`src/sv/upq_pkg.sv`:
```
// ----------------------------------------------------------------------------
// upq_pkg
// Shared constants and types of the unsorted priority queue.
// ----------------------------------------------------------------------------
package upq_pkg;

  localparam int unsigned Capacity = 16;
  localparam int unsigned IdxW     = $clog2(Capacity);
  localparam int unsigned CntW     = $clog2(Capacity + 1);

  typedef enum logic [2:0] {
    KIND_ADD   = 3'd0,
    KIND_TAKE  = 3'd1,
    KIND_PEEK  = 3'd2,
    KIND_COUNT = 3'd3,
    KIND_EXIST = 3'd4,
    KIND_TALL  = 3'd5
  } kind_e;

  localparam logic [1:0] STAT_OK    = 2'd0;
  localparam logic [1:0] STAT_EMPTY = 2'd1;
  localparam logic [1:0] STAT_FULL  = 2'd2;

  // one memory word: priority above value
  typedef struct packed {
    logic signed [15:0] prio;
    logic signed [31:0] value;
  } entry_t;

  typedef struct packed {
    logic        we;
    logic [IdxW-1:0] waddr;
    entry_t      wdata;
    logic [IdxW-1:0] raddr;
  } mem_req_t;

  typedef struct packed {
    logic [1:0]         status;
    logic signed [31:0] value;
    logic signed [15:0] prio;
    logic [4:0]         tally;
    logic               last;
  } result_t;

endpackage

```
`src/sv/upq_ram.sv`:
```
// ----------------------------------------------------------------------------
// upq_ram
// Entry store: one write port, one read port with registered read data.
// ----------------------------------------------------------------------------
module upq_ram
  import upq_pkg::*;
(
  input  logic     clk_i,
  input  mem_req_t req_i,
  output entry_t   rdata_o
);

  entry_t mem [Capacity];

  always_ff @(posedge clk_i) begin
    if (req_i.we) begin
      mem[req_i.waddr] <= req_i.wdata;
    end
    rdata_o <= mem[req_i.raddr];
  end

endmodule

```
`src/sv/upq_ctrl.sv`:
```
// ----------------------------------------------------------------------------
// upq_ctrl
// Sequencer: scans the store one entry a cycle, pausing at take-all results,
// compacts it on removal, hands result items to a one-deep output register.
// ----------------------------------------------------------------------------
module upq_ctrl
  import upq_pkg::*;
(
  input  logic        clk_i,
  input  logic        rst_ni,
  input  logic        in_valid_i,
  output logic        in_ready_o,
  input  logic [2:0]  kind_i,
  input  logic [31:0] value_i,
  input  logic [15:0] prio_i,
  output logic        out_valid_o,
  input  logic        out_ready_i,
  output result_t     out_o,
  output mem_req_t    mem_o,
  input  entry_t      rdata_i
);

  typedef enum logic [6:0] {
    ST_IDLE  = 7'b0000001,
    ST_SCAN  = 7'b0000010,  // read pass: highest, count, exist, match count
    ST_EMIT  = 7'b0000100,  // post single result
    ST_SHIFT = 7'b0001000,  // compaction pass from a start index
    ST_TALL  = 7'b0010000,  // take-all filter pass
    ST_TWAIT = 7'b0100000,  // wait for output slot
    ST_DONE  = 7'b1000000
  } state_e;

  state_e state_q, state_d;
  logic [2:0]  kind_q;
  logic [31:0] val_q;
  logic [15:0] pri_q;
  logic [CntW-1:0] occ_q, occ_d;
  logic [CntW-1:0] rd_q, rd_d;     // next read index
  logic [CntW-1:0] wr_q, wr_d;     // compaction write index
  logic            rv_q, rv_d;     // read data valid this cycle
  logic [CntW-1:0] ri_q, ri_d;     // index of data arriving
  logic [CntW-1:0] best_q, best_d;
  entry_t          bent_q, bent_d;
  logic [CntW-1:0] n_q, n_d;
  logic [CntW-1:0] k_q, k_d;
  logic            hit_q, hit_d;
  entry_t          pend_q, pend_d;
  logic            ov_q;
  result_t         ob_q;
  logic            push;
  result_t         pres;
  logic            slot;

  assign slot        = !ov_q || out_ready_i;
  assign in_ready_o  = (state_q == ST_IDLE);
  assign out_valid_o = ov_q;
  assign out_o       = ob_q;

  function automatic logic [4:0] sat5(input logic [CntW-1:0] v);
    return (CntW > 5 && v > CntW'(31)) ? 5'd31 : 5'(v);
  endfunction

  always_comb begin
    state_d = state_q;
    occ_d   = occ_q;
    rd_d    = rd_q;
    wr_d    = wr_q;
    rv_d    = 1'b0;
    ri_d    = rd_q;
    best_d  = best_q;
    bent_d  = bent_q;
    n_d     = n_q;
    k_d     = k_q;
    hit_d   = hit_q;
    pend_d  = pend_q;
    push    = 1'b0;
    pres    = '0;
    pres.last = 1'b1;
    mem_o   = '0;
    mem_o.raddr = rd_q[IdxW-1:0];

    case (state_q)
      ST_IDLE: begin
        if (in_valid_i) begin
          rd_d  = '0;
          n_d   = '0;
          k_d   = '0;
          hit_d = 1'b0;
          best_d = '0;
          state_d = ST_SCAN;
          case (kind_i)
            KIND_ADD: begin
              state_d = ST_EMIT;
              if (occ_q != CntW'(Capacity)) begin
                mem_o.we    = 1'b1;
                mem_o.waddr = occ_q[IdxW-1:0];
                mem_o.wdata = '{prio: prio_i, value: value_i};
                occ_d = occ_q + 1'b1;
                hit_d = 1'b1;
              end
            end
            KIND_TAKE, KIND_PEEK, KIND_COUNT, KIND_EXIST, KIND_TALL: ;
            default: state_d = ST_EMIT;
          endcase
        end
      end

      ST_SCAN: begin
        if (rd_q < occ_q) begin
          rv_d = 1'b1;
          rd_d = rd_q + 1'b1;
        end
        if (rv_q) begin
          case (kind_q)
            KIND_TAKE, KIND_PEEK: begin
              if (ri_q == '0 || $signed(rdata_i.prio) > $signed(bent_q.prio)) begin
                best_d = ri_q;
                bent_d = rdata_i;
              end
            end
            KIND_EXIST: begin
              if (rdata_i.value == val_q && (pri_q == '0 || rdata_i.prio == pri_q))
                hit_d = 1'b1;
            end
            default: begin
              if (rdata_i.prio == pri_q) n_d = n_q + 1'b1;
            end
          endcase
        end
        if (!rv_q && rd_q >= occ_q && !(rd_q < occ_q)) begin
          state_d = ST_EMIT;
        end else if (rv_q && rd_q >= occ_q) begin
          state_d = ST_EMIT;
        end
      end

      ST_EMIT: begin
        if (slot) begin
          push = 1'b1;
          case (kind_q)
            KIND_ADD:   pres.status = hit_q ? STAT_OK : STAT_FULL;
            KIND_TAKE, KIND_PEEK: begin
              if (occ_q == '0) pres.status = STAT_EMPTY;
              else begin
                pres.value = bent_q.value;
                pres.prio  = bent_q.prio;
              end
            end
            KIND_COUNT: pres.tally = sat5(pri_q == '0 ? occ_q : n_q);
            KIND_EXIST: pres.status = hit_q ? STAT_OK : STAT_EMPTY;
            KIND_TALL:  pres.status = STAT_EMPTY;
            default:    pres.status = STAT_EMPTY;
          endcase
          state_d = ST_DONE;
          if (kind_q == KIND_TAKE && occ_q != '0) begin
            state_d = ST_SHIFT;
            wr_d = best_q;
            rd_d = best_q + 1'b1;
          end else if (kind_q == KIND_TALL && n_q != '0) begin
            push  = 1'b0;
            state_d = ST_TALL;
            rd_d = '0;
            wr_d = '0;
          end
        end
      end

      ST_SHIFT: begin
        if (rd_q < occ_q) begin
          rv_d = 1'b1;
          rd_d = rd_q + 1'b1;
        end
        if (rv_q) begin
          mem_o.we    = 1'b1;
          mem_o.waddr = wr_q[IdxW-1:0];
          mem_o.wdata = rdata_i;
          wr_d = wr_q + 1'b1;
        end
        if (rd_q >= occ_q && !rv_q) begin
          occ_d = occ_q - 1'b1;
          state_d = ST_DONE;
        end
      end

      ST_TALL: begin
        if (rv_q && rdata_i.prio == pri_q) begin
          pend_d  = rdata_i;
          state_d = ST_TWAIT;
        end else begin
          if (rv_q) begin
            mem_o.we    = 1'b1;
            mem_o.waddr = wr_q[IdxW-1:0];
            mem_o.wdata = rdata_i;
            wr_d = wr_q + 1'b1;
          end
          if (rd_q < occ_q) begin
            rv_d = 1'b1;
            rd_d = rd_q + 1'b1;
          end else if (!rv_q) begin
            occ_d = occ_q - n_q;
            state_d = ST_DONE;
          end
        end
      end

      ST_TWAIT: begin
        if (slot) begin
          push = 1'b1;
          pres.value = pend_q.value;
          pres.prio  = pend_q.prio;
          pres.tally = sat5(n_q);
          pres.last  = (k_q + 1'b1 == n_q);
          k_d = k_q + 1'b1;
          state_d = ST_TALL;
          if (rd_q < occ_q) begin
            rv_d = 1'b1;
            rd_d = rd_q + 1'b1;
          end else begin
            occ_d = occ_q - n_q;
            state_d = ST_DONE;
          end
        end
      end

      ST_DONE: state_d = ST_IDLE;

      default: state_d = ST_IDLE;
    endcase
  end

  always_ff @(posedge clk_i or negedge rst_ni) begin
    if (!rst_ni) begin
      state_q <= ST_IDLE;
      occ_q   <= '0;
      rd_q    <= '0;
      wr_q    <= '0;
      rv_q    <= 1'b0;
      ri_q    <= '0;
      n_q     <= '0;
      k_q     <= '0;
      hit_q   <= 1'b0;
      best_q  <= '0;
      ov_q    <= 1'b0;
    end else begin
      state_q <= state_d;
      occ_q   <= occ_d;
      rd_q    <= rd_d;
      wr_q    <= wr_d;
      rv_q    <= rv_d;
      ri_q    <= ri_d;
      n_q     <= n_d;
      k_q     <= k_d;
      hit_q   <= hit_d;
      best_q  <= best_d;
      if (push) ov_q <= 1'b1;
      else if (out_ready_i) ov_q <= 1'b0;
    end
  end

  always_ff @(posedge clk_i) begin
    bent_q <= bent_d;
    pend_q <= pend_d;
    if (state_q == ST_IDLE && in_valid_i) begin
      kind_q <= kind_i;
      val_q  <= value_i;
      pri_q  <= prio_i;
    end
    if (push) ob_q <= pres;
  end

  a_occ_range: assert property (@(posedge clk_i) disable iff (!rst_ni)
    occ_q <= CntW'(Capacity)) else $error("occupancy above capacity");
  a_no_push_busy: assert property (@(posedge clk_i) disable iff (!rst_ni)
    push |-> slot) else $error("result overwritten");
  a_wr_behind: assert property (@(posedge clk_i) disable iff (!rst_ni)
    (state_q == ST_SHIFT || state_q == ST_TALL) |-> wr_q <= rd_q)
    else $error("compaction write ahead of read");
  a_idle_nowrite: assert property (@(posedge clk_i) disable iff (!rst_ni)
    (mem_o.we && state_q != ST_IDLE) |-> (state_q == ST_SHIFT || state_q == ST_TALL))
    else $error("stray store write");

endmodule

```
`src/sv/unsorted_priority_queue.sv`:
```
// ----------------------------------------------------------------------------
// unsorted_priority_queue
// Fixed-capacity value/priority store in insertion order, one RAM and a
// sequencer doing scan and compaction passes.
//
//  channel  | dir | tdata (low bit up)                        | tuser / tlast
//  s_axis   | in  | value[31:0] priority[47:32]               | tuser = kind[2:0]
//  m_axis   | out | value[31:0] priority[47:32] tally[52:48]  | tuser = status[1:0]
//           |     |                                           | tlast = last
//
//  Add and unknown kinds need no scan; the other kinds scan the store once.
//  Take adds a compaction pass over the entries behind the taken one, and
//  take-all streams through the store once, one entry a cycle, pausing
//  at each result until it is posted.
//  All cost is set by the single read port of the entry RAM.
//  Reset empties the store at once; no clearing pass.
//  An output stall holds the sequencer at the next result.
// ----------------------------------------------------------------------------
module unsorted_priority_queue
  import upq_pkg::*;
(
  input  logic        clk_i,
  input  logic        rst_ni,
  input  logic        s_axis_tvalid,
  output logic        s_axis_tready,
  input  logic [47:0] s_axis_tdata,   // item_value, item_priority
  input  logic [2:0]  s_axis_tuser,   // kind
  output logic        m_axis_tvalid,
  input  logic        m_axis_tready,
  output logic [55:0] m_axis_tdata,   // out_value, out_priority, tally
  output logic [1:0]  m_axis_tuser,   // status
  output logic        m_axis_tlast    // last
);

  mem_req_t mem_req;
  entry_t   rdata;
  result_t  res;

  upq_ram u_ram (
    .clk_i   (clk_i),
    .req_i   (mem_req),
    .rdata_o (rdata)
  );

  upq_ctrl u_ctrl (
    .clk_i       (clk_i),
    .rst_ni      (rst_ni),
    .in_valid_i  (s_axis_tvalid),
    .in_ready_o  (s_axis_tready),
    .kind_i      (s_axis_tuser),
    .value_i     (s_axis_tdata[31:0]),
    .prio_i      (s_axis_tdata[47:32]),
    .out_valid_o (m_axis_tvalid),
    .out_ready_i (m_axis_tready),
    .out_o       (res),
    .mem_o       (mem_req),
    .rdata_i     (rdata)
  );

  assign m_axis_tdata = {3'b000, res.tally, res.prio, res.value};
  assign m_axis_tuser = res.status;
  assign m_axis_tlast = res.last;

endmodule

```
`config.mk`:
```
export PLATFORM = sky130hd
export DESIGN_NAME = unsorted_priority_queue
export DESIGN_NICKNAME = d
export VERILOG_FILES = /design/src/sv/upq_pkg.sv /design/src/sv/upq_ram.sv /design/src/sv/upq_ctrl.sv /design/src/sv/unsorted_priority_queue.sv
export SDC_FILE = /design/constraint.sdc
export NUM_CORES = 1
export LEC_CHECK = 0
export ABC_CLOCK_PERIOD_IN_PS = 10550
export BUFFER_PORTS_ARGS = -buffer_cell sky130_fd_sc_hd__buf_2
export CORE_MARGIN = 5
export CORE_UTILIZATION = 58
export DETAILED_ROUTE_END_ITERATION = 7
export PLACE_DENSITY_LB_ADDON = 0.25
export SLEW_MARGIN = 20
export SYNTH_ARGS = -nofsm -noshare
export SYNTH_HDL_FRONTEND = slang
export SYNTH_SLANG_ARGS = --single-unit
```
`constraint.sdc`:
```
create_clock -name clk_i -period 10.55 [get_ports clk_i]
set_clock_uncertainty 0.15 [all_clocks]
set_input_delay 2.11 -clock clk_i [delete_from_list [all_inputs] [get_ports clk_i]]
set_output_delay 2.11 -clock clk_i [all_outputs]
set_load 0.02 [all_outputs]
```
== Word-level counts from Yosys, hierarchy flattened ==
Memory sizes are Yosys's and may differ from the RTL's. A register that Yosys moved wholly into a read port is not among the register bits.
Cells that the tools add are included.

* Register bits after elaboration: 248
* Output and inout port bits: 61
* Memory bits (writable): 768
* Input bits: 55
* Memories kept: 1

* Equal/unequal tests: 41
* Magnitude comparators: 3
* Add/sub/neg operators: 8
* Mux-type cells: 84
* Reduce and logical (&&, ||, !) cells: 43

{| class="wikitable"
|+ Memory list
! memory !! depth !! width !! rd ports !! clocked after memory_dff !! write ports !! line !! text
|-
| u_ram.mem || 16 || 48 || 1 || 1 || 1 || upq_ram.sv:13 || <nowiki>entry_t mem [Capacity];</nowiki>
|}

{| class="wikitable"
|+ Operator list
! cell !! count
|-
| $mux W53 || 6
|-
| $pmux W53 S3 || 1
|-
| $mux W5 || 29
|-
| $pmux W53 S2 || 1
|-
| $mux W48 || 2
|-
| $mux W7 || 12
|-
| $mux W54 || 1
|-
| $pmux W7 S6 || 1
|-
| $eq A32 B32 Y1 || 1
|-
| $add A5 B1 Y5 const B || 6
|-
| $pmux W5 S2 || 3
|-
| $pmux W5 S5 || 1
|-
| $ne A2 B1 Y1 const B || 11
|-
| $pmux W5 S4 || 1
|-
| $mux W1 || 19
|-
| $eq A16 B16 Y1 || 1
|-
| $gt A16 B16 Y1 || 1
|-
| $logic_not A16 Y1 || 1
|-
| $pmux W5 S3 || 1
|-
| $reduce_and A5 Y1 || 3
|-
| $reduce_bool A5 Y1 || 3
|-
| $eq A3 B2 Y1 const B || 4
|-
| $eq A3 B3 Y1 const B || 4
|-
| $ne A2 B2 Y1 const B || 6
|-
| other kinds (38) || 60
|}

== Longest topological paths before layout ==
Gate-level depths: netlist of run 1.

* Depth after elaboration: 7
* Depth in mapped cells: 12
* Depth with buffers taken out: 10

== Hierarchy ==
From an unflattened synthesis of run 1, not the netlist that was laid out.

* Cells, all modules: 2012
* Area, all modules: 40641.5 um2

{| class="wikitable"
|+ By module, submodules not included
! module !! cells an instance !! instances !! area an instance (um2)
|-
| upq_ram || 1242 || 1 || 29691.0
|-
| upq_ctrl || 766 || 1 || 10924.2
|-
| unsorted_priority_queue || 4 || 1 || 26.3
|}

== Worst setup path before layout of run 1 ==
No wires, ideal clock.

* Path kind: input -> register
* Start: input port s_axis_tvalid
* End: memory u_ram.mem[10][0] (netlist bit) (enable)
* Data arrival time: 5.354 ns
* Data required time: 9.946 ns
* Stages: 7
* Buffers on the path: 0
* Slack: 4.593 ns
* Setup time: 0.454 ns
* Cell sequence: nand3b_1 -> nand4b_4 -> nor4_4 -> a21boi_2 -> nand2_1 -> a221o_1 -> nor2_1

* Word-level cells in the longest chain between the ends: 4

{| class="wikitable"
|+ Ends and longest elaborated chain
! item !! line !! text
|-
| from (decl) || unsorted_priority_queue.sv:24 || <nowiki>input logic s_axis_tvalid,</nowiki>
|-
| $mux W53 (*) || upq_ctrl.sv:84 || <nowiki>if (in_valid_i) begin</nowiki>
|-
| $pmux W53 S3 (*) || upq_ctrl.sv:82 || <nowiki>case (state_q)</nowiki>
|-
| $mux W1 || upq_ram.sv:16 || <nowiki>if (req_i.we) begin</nowiki>
|-
| $mux W1 (not written as such) || upq_ram.sv:17 || <nowiki>mem[req_i.waddr] <= req_i.wdata;</nowiki>
|-
| to (decl) || upq_ram.sv:13 ||
|}

Mark *: on every way between the ends. The rest lies on a longest branch, timed or not.

== Worst setup path after layout of run 1 ==
* Start: input port s_axis_tvalid
* End: memory u_ram.mem[2][11] (netlist bit) (enable)

Same word-level chain as after synthesis.

==> results.py, run 1 <==
metrics = {
    "timing": {
        "setup_viol": 0,
        "fmax_mhz": 167.6,
        "rsz0062_at_grt": "false",
        "min_period_ns": 5.966,
        "holdWs_ns": 0.2957,
        "relSlewSlack_pct": 12.30,
        "hold_viol": 0,
        "fin_crit_sh_pct": 56.55,
        "finalMaxSlewViolations": 0,
        "worst_pin_slew_ns": 1.316,
        "finalSetupTns_ns": 0,
    },
    "power": {
        "power.density_nw_per_um2": 228.6,
        "total_power_uw": 10540,
        "ir_worst_vdd_uv": 214.3,
        "p_leak_uw": 0.01461,
    },
    "floorplanning": {
        "start_util_pct": 58.42,
        "core_area_um2": 70030,
        "die_area_um2": 75950,
        "rows": 97,
        "die_x_um": 275.6,
        "io_pins": 116,
        "die_h_um": 275.6,
    },
    "critical_path": {
        "cp.arrival_ns": 6.10,
        "end_kind": "flop",
        "crit_fanout": 49,
        "cp.required_ns": 10.68,
        "critPathKind": "in -> reg",
        "critPathLaunchType": "input pin",
        "critPathMaxStageDelay_ns": 0.82,
        "cp_common_cell": "buf_4",
        "critPathSlowestCell": "nor2_4",
        "critical-path-top-delay-family": "simple AND/OR/NAND/NOR gates",
        "worstPathBufferInverterCount": 3,
        "worstPathCellList": "buf_2 -> nand3b_1 -> nand4b_4 -> nor4_4 -> a21boi_4 -> buf_4 -> nand2_1 -> a221o_1 -> nor2_4 -> buf_4",
    },
    "placement": {
        "gp_congestion": 0.9309,
        "post-place-cells": 2929,
        "dp_hpwl_um": 49850,
        "io_buffers": 112,
    },
    "detailed_routing": {
        "wl_per_cell_um": 28.84,
        "first_pass_iters": 8,
        "first_iter_violations": 2359,
        "wirelength_um": 90210,
        "ant_nets": 0,
        "remaining_drc_errors": 0,
        "vias": 20200,
        "viasPerCell": 6.456,
    },
    "grt": {
        "grt_pass1_wl_um": 134100,
        "grt_usage_pct": 24.09,
        "antenna_found_initial": 1,
        "grt_max_degree": 174,
        "overflow": 0,
        "first_global_vias": 20580,
    },
    "yosys": {
        "synth_edf_count": 971,
        "syn_area_per_cell_um2": 21.16,
        "ys_types": 73,
        "syn_inst": 1933,
        "ys_warn_count": 0,
        "yosysSeqAreaShare_pct": 76.31,
        "synth-xor-area-share_pct": 1.477,
        "synth-compound-area-share_pct": 4.178,
        "syn-cell-area_um2": 40910,
        "synth_mux_area_share_pct": 13.37,
        "synth_top_family_by_area": "multiplexers",
        "async_flop_share_pct": 4.139,
        "synth-seq-cells": 1063,
        "synth-simple-area-share_pct": 2.373,
        "synthAdderAreaFrac_pct": 0.9970,
        "synthFlopType": "edfxtp_1",
    },
    "clocking": {
        "ctsHoldBuffers": 0,
        "cts_tree": "built",
        "h-tree-depth": 3,
        "ctsResizeCount": 0,
        "cts_buffers": 106,
        "cts_setup_buffers": 0,
        "clkSinkCount": 1063,
        "cts-root-buf": "clkbuf_16",
        "clk_pin_slew_worst_paths_ns": 0.06,
        "cts_max_path_buffers": 3,
        "insertion_delay_ns": 0.65,
    },
    "finish": {
        "final_common_cell": "edfxtp_1",
        "final_nets": 2185,
        "drive_gt1_share_pct": 25.96,
        "n_antenna_cell": 0,
        "final_cell_mix": "edfxtp_1, mux4_2, clkbuf_16, buf_2, a22o_1",
        "final_cells": 3128,
        "syn2layout_area_growth_pct": 12.71,
    },
    "worst_hold_path": {
        "min_path_type": "reg -> reg",
    },
    "job": {
        "cap_violations": 0,
    },
    "outcome": {
        "run_status": "completed",
    },
}
## final timing paths
| path | from | to | slack (ns) | depth (start not counted) |
|---|---|---|---|---|
| worst max-delay path | s_axis_tvalid | u_ram.mem[2][11] | 4.58 | 10 |
| worst min-delay path | u_ctrl.rd_q[4] | u_ctrl.ri_q[4] | 0.30 | 0 |
| worst max register to register | u_ctrl.state_q[3] | u_ram.mem[2][11] | 5.29 | 9 |
| worst min register to register | u_ctrl.rd_q[4] | u_ctrl.ri_q[4] | 0.30 | 0 |
| max in group asynchronous | rst_ni | u_ctrl.rd_q[0] | 8.46 | 1 |
| min in group asynchronous | rst_ni | u_ctrl.out_valid_o | 1.33 | 1 |
## cell usage after synthesis, drive strengths merged, types with 6 or more instances
cell type  number  share of area (%)
xnor2          42               0.90
and3            8               0.12
inv            40               0.37
nand2          24               0.22
o211ai          6               0.11
a22o          108                2.3
dfxtp          48                2.3
nand4          18               0.28
nand3          19               0.23
ha             31               0.95
a21o           11               0.20
mux4          240                 13
o21ai          35               0.44
nor2b           9               0.14
buf            37               0.44
a21oi          21               0.27
edfxtp        971                 71
xor2           27               0.58
and2            7               0.11
nor3           11               0.17
nor2           36               0.33
clkbuf         52               0.48
dfrtp          43                2.6
nor4           12               0.22
## final cells by class
| class | instances | area (µm²) |
|---|---|---|
| fill | 4433 | 23920 |
| tap | 940 | 1176 |
| sequential | 1063 | 31230 |
| clock inverter | 35 | 324.1 |
| multi-input combinational | 743 | 9341 |
| timing repair buffer | 144 | 852.1 |
| clock buffer | 163 | 3033 |
| inverter | 40 | 150.1 |
## power by group
part           leakage [µW]  internal, µW  total, µW  switching, µW
registers           0.00948          4850       5160            304
logic               0.00350           879       1770            894
clock network       0.00163          2120       3610           1490
total                0.0146          7850      10500           2690
## registers in the layout (all words and copies together), names as in the netlist
name	cells
u_ram.mem	768
u_ctrl.out_o	56
u_ctrl.bent_q	48
u_ctrl.pend_q	48
u_ram.rdata_o	48
u_ctrl.val_q	32
u_ctrl.pri_q	16
u_ctrl.state_q	7
u_ctrl.best_q	5
u_ctrl.k_q	5
u_ctrl.n_q	5
u_ctrl.occ_q	5
u_ctrl.rd_q	5
u_ctrl.ri_q	5
u_ctrl.wr_q	4
u_ctrl.kind_q	3
u_ctrl.hit_q	1
u_ctrl.out_valid_o	1
u_ctrl.rv_q	1
## layer usage
metal / up-vias / part of all wire [%] / global-route usage (%)
li1: 8408 / - / -
met1: 10600 / 39 / 34.77
met3: 170 / 9.6 / 5.103
met4: 0 / 2.5 / 6.617
met2: 1021 / 49 / 38.37
met5: - / 0 / 0
## metrics by stage
step                      utilization [%]  setup WS [ns]  cell area (µm²)
after global routing                65.85          4.416            46110
after CTS                           65.79          4.633            46070
after floorplan                         -          4.593            40920
final                               65.85          4.584            46110
after detailed placement            60.99          3.999            42710
after global placement              60.99          4.087            42710
## cells by family (layout without fill, tap and decap cells)
logic type,after synthesis,after routing
AO/OA/AOI/OAI,223,223
XOR/XNOR,69,69
adder cells (fa/ha/maj),32,32
buffers and inverters,129,382
flip-flops,1063,1063
multiplexers,246,246
other,1,3
AND/OR/NAND/NOR,170,170
Power figures use the tool's default switching activity.
==> inputs of run 2 (changes only) <==
Settings changed: ABC_CLOCK_PERIOD_IN_PS 10550 to 5050, CORE_UTILIZATION 58 to 56.
Clock period 10.55 ns to 5.05 ns, I/O delays scaled along.
==> run 2 against run 1 <==
Net effect: core utilization down 2.0 points; register-to-register slack worse by 4.1 ns; hold slack worse by 0.073 ns; first-iteration DRC count down 4.5%; critical path type is now reg -> reg; global-route usage down 0.25 points; largest cell class unchanged; sequential share of layout area down 0.44 points; cell count up 0.80%; critical path depth down 2; cell area up 0.66%.
==> results.py, run 2 (synthesis gave the netlist of run 1 again) <==
metrics = {
    "finish": {
        "final_nets": 2193,
        "nFillCells": 4737,
        "n_antenna_cell": 0,
        "largest_register": "u_ram.mem",
        "largest_reg_flops": 768,
        "final_cell_mix": "edfxtp_1, mux4_2, buf_2",
        "drive_gt1_share_pct": 27.03,
        "syn2layout_area_growth_pct": 13.45,
        "final_common_cell": "edfxtp_1",
    },
    "detailed_routing": {
        "first_pass_iters": 5,
        "first_iter_violations": 2252,
        "ant_nets": 0,
        "vias": 20490,
        "wirelength_um": 93110,
        "wl_per_cell_um": 29.53,
        "remaining_drc_errors": 0,
        "viasPerCell": 6.498,
    },
    "critical_path": {
        "cp.required_ns": 5.17,
        "worstPathCellList": "nor3_4 -> nand4b_4 -> nor4_4 -> a21boi_4 -> nand2_1 -> a221o_1 -> nor3_4 -> buf_4",
        "crit_fanout": 32,
        "critPathSlowestCell": "buf_4",
        "cp_common_cell": "nor3_4",
        "end_kind": "flop",
        "worstPathBufferInverterCount": 1,
        "critPathKind": "reg -> reg",
        "r2r-start": "u_ctrl.state_q[3]",
        "critPathLaunch": "u_ctrl.state_q[3]",
        "critPathLaunchType": "flop",
        "regToRegSetupSlack_ns": 1.17,
        "critPathMaxStageDelay_ns": 0.59,
        "cp.arrival_ns": 4.00,
        "critical-path-top-delay-family": "simple AND/OR/NAND/NOR gates",
    },
    "clocking": {
        "clkSinkCount": 1063,
        "insertion_delay_ns": 0.66,
        "ctsResizeCount": 0,
        "clk_pin_slew_worst_paths_ns": 0.07,
        "cts_tree": "built",
        "cts_max_path_buffers": 3,
        "h-tree-depth": 3,
        "cts_setup_buffers": 0,
        "cts-root-buf": "clkbuf_16",
        "cts_buffers": 103,
        "ctsHoldBuffers": 0,
    },
    "power": {
        "p_clk_share_pct": 34.5,
        "p_leak_uw": 0.01476,
        "ir_worst_vdd_uv": 286.4,
        "intPower_uw": 16480,
        "p_switching_uw": 5736,
        "pwr-share-seq_pct": 49.1,
        "comb_power_share_pct": 16.4,
        "power.density_nw_per_um2": 478.7,
        "p_sw_share_pct": 25.81,
        "total_power_uw": 22220,
    },
    "timing": {
        "min_period_ns": 3.880,
        "fin_ws_ns": 1.170,
        "fmax_mhz": 257.7,
        "hold_viol": 0,
        "setup_viol": 0,
        "fin_crit_sh_pct": 76.83,
        "finalMaxSlewViolations": 0,
        "rsz0062_at_grt": "false",
        "relSlewSlack_pct": 27.33,
        "finalSetupTns_ns": 0,
        "worst_pin_slew_ns": 1.090,
    },
    "grt": {
        "first_global_vias": 20610,
        "grt_pass1_wl_um": 137500,
        "top_usage_layer": "met2",
        "grtUsageMet3_pct": 4.568,
        "antenna_found_initial": 1,
        "overflow": 0,
        "grt_usage_pct": 23.84,
        "gr-usage-met2_pct": 37.96,
        "use_met1_pct": 34.82,
        "grt_max_degree": 78,
    },
    "placement": {
        "io_buffers": 112,
        "preCtsSetupSlack_ns": 0.9184,
        "gp_congestion": 0.8703,
        "dp_hpwl_um": 53160,
    },
    "floorplanning": {
        "die_x_um": 280.3,
        "start_util_pct": 56.27,
        "io_pins": 116,
        "core_area_um2": 72710,
        "die_area_um2": 78560,
        "rows": 99,
        "die_h_um": 280.3,
    },
    "outcome": {
        "run_status": "completed",
    },
    "worst_hold_path": {
        "min_path_type": "in -> async",
    },
    "job": {
        "cap_violations": 0,
    },
}
run 2: changes by cell type in the layout (fill, tap and decap cells not counted), moves of 2 or more:
cell       change
clkbuf_1      -21
buf_12        +12
clkbuf_8      +11
clkbuf_16      -6
clkinv_2       +6
bufinv_16      +3
clkinv_1       +2
clkinv_8       +2
run 2: path summary, 6_finish.rpt:
path | endpoint | depth (start not counted)
worst min-delay path | u_ctrl.best_q[3] | 1
worst max-delay path | u_ram.mem[0][0] | 8
min in group clk_i | u_ctrl.ri_q[4] | 0
max in group asynchronous | u_ctrl.rd_q[0] | 1
worst max register to register | u_ram.mem[0][0] | 8
worst min register to register | u_ctrl.ri_q[4] | 0
run 2: area by class of cell:
cell class	instances	area, µm²	share of cell area (%)
clock inverters	46	471.7	1.016
well taps	959	1200	2.585
flip-flops and latches	1063	31230	67.29
repair buffers	155	1061	2.286
inverters	40	151.4	0.3262
multi-input cells	743	9341	20.13
clock buffers	147	2955	6.367
run 2: through the flow:
step	instance area (µm²)	util [%]	cells	hold slack [ns]
2_1_floorplan	40920	-	1935	0.2281
3_3_place_gp	42980	59.11	2960	0.2745
3_5_place_dp	42980	59.11	2960	0.2880
4_1_cts	46400	63.82	3153	0.2991
5_1_grt	46410	63.83	3153	0.2494
6_report	46410	63.83	3153	0.2230
run 2: power groups by stage:
stage	clock (µW)	combinational, µW	sequential, µW
floorplan	0	2860	10600
global placement	0	3630	11100
detailed placement	0	3660	11100
CTS	7800	3690	10900
global route	8190	3940	10900
finish	7680	3640	10900
run 2: per-layer routing:
layer  share of wire [%]  wire (µm)
met4                 2.4       2256
met5                   0          0
met2                  49      45190
met3                 8.4       7822
met1                  41      37840
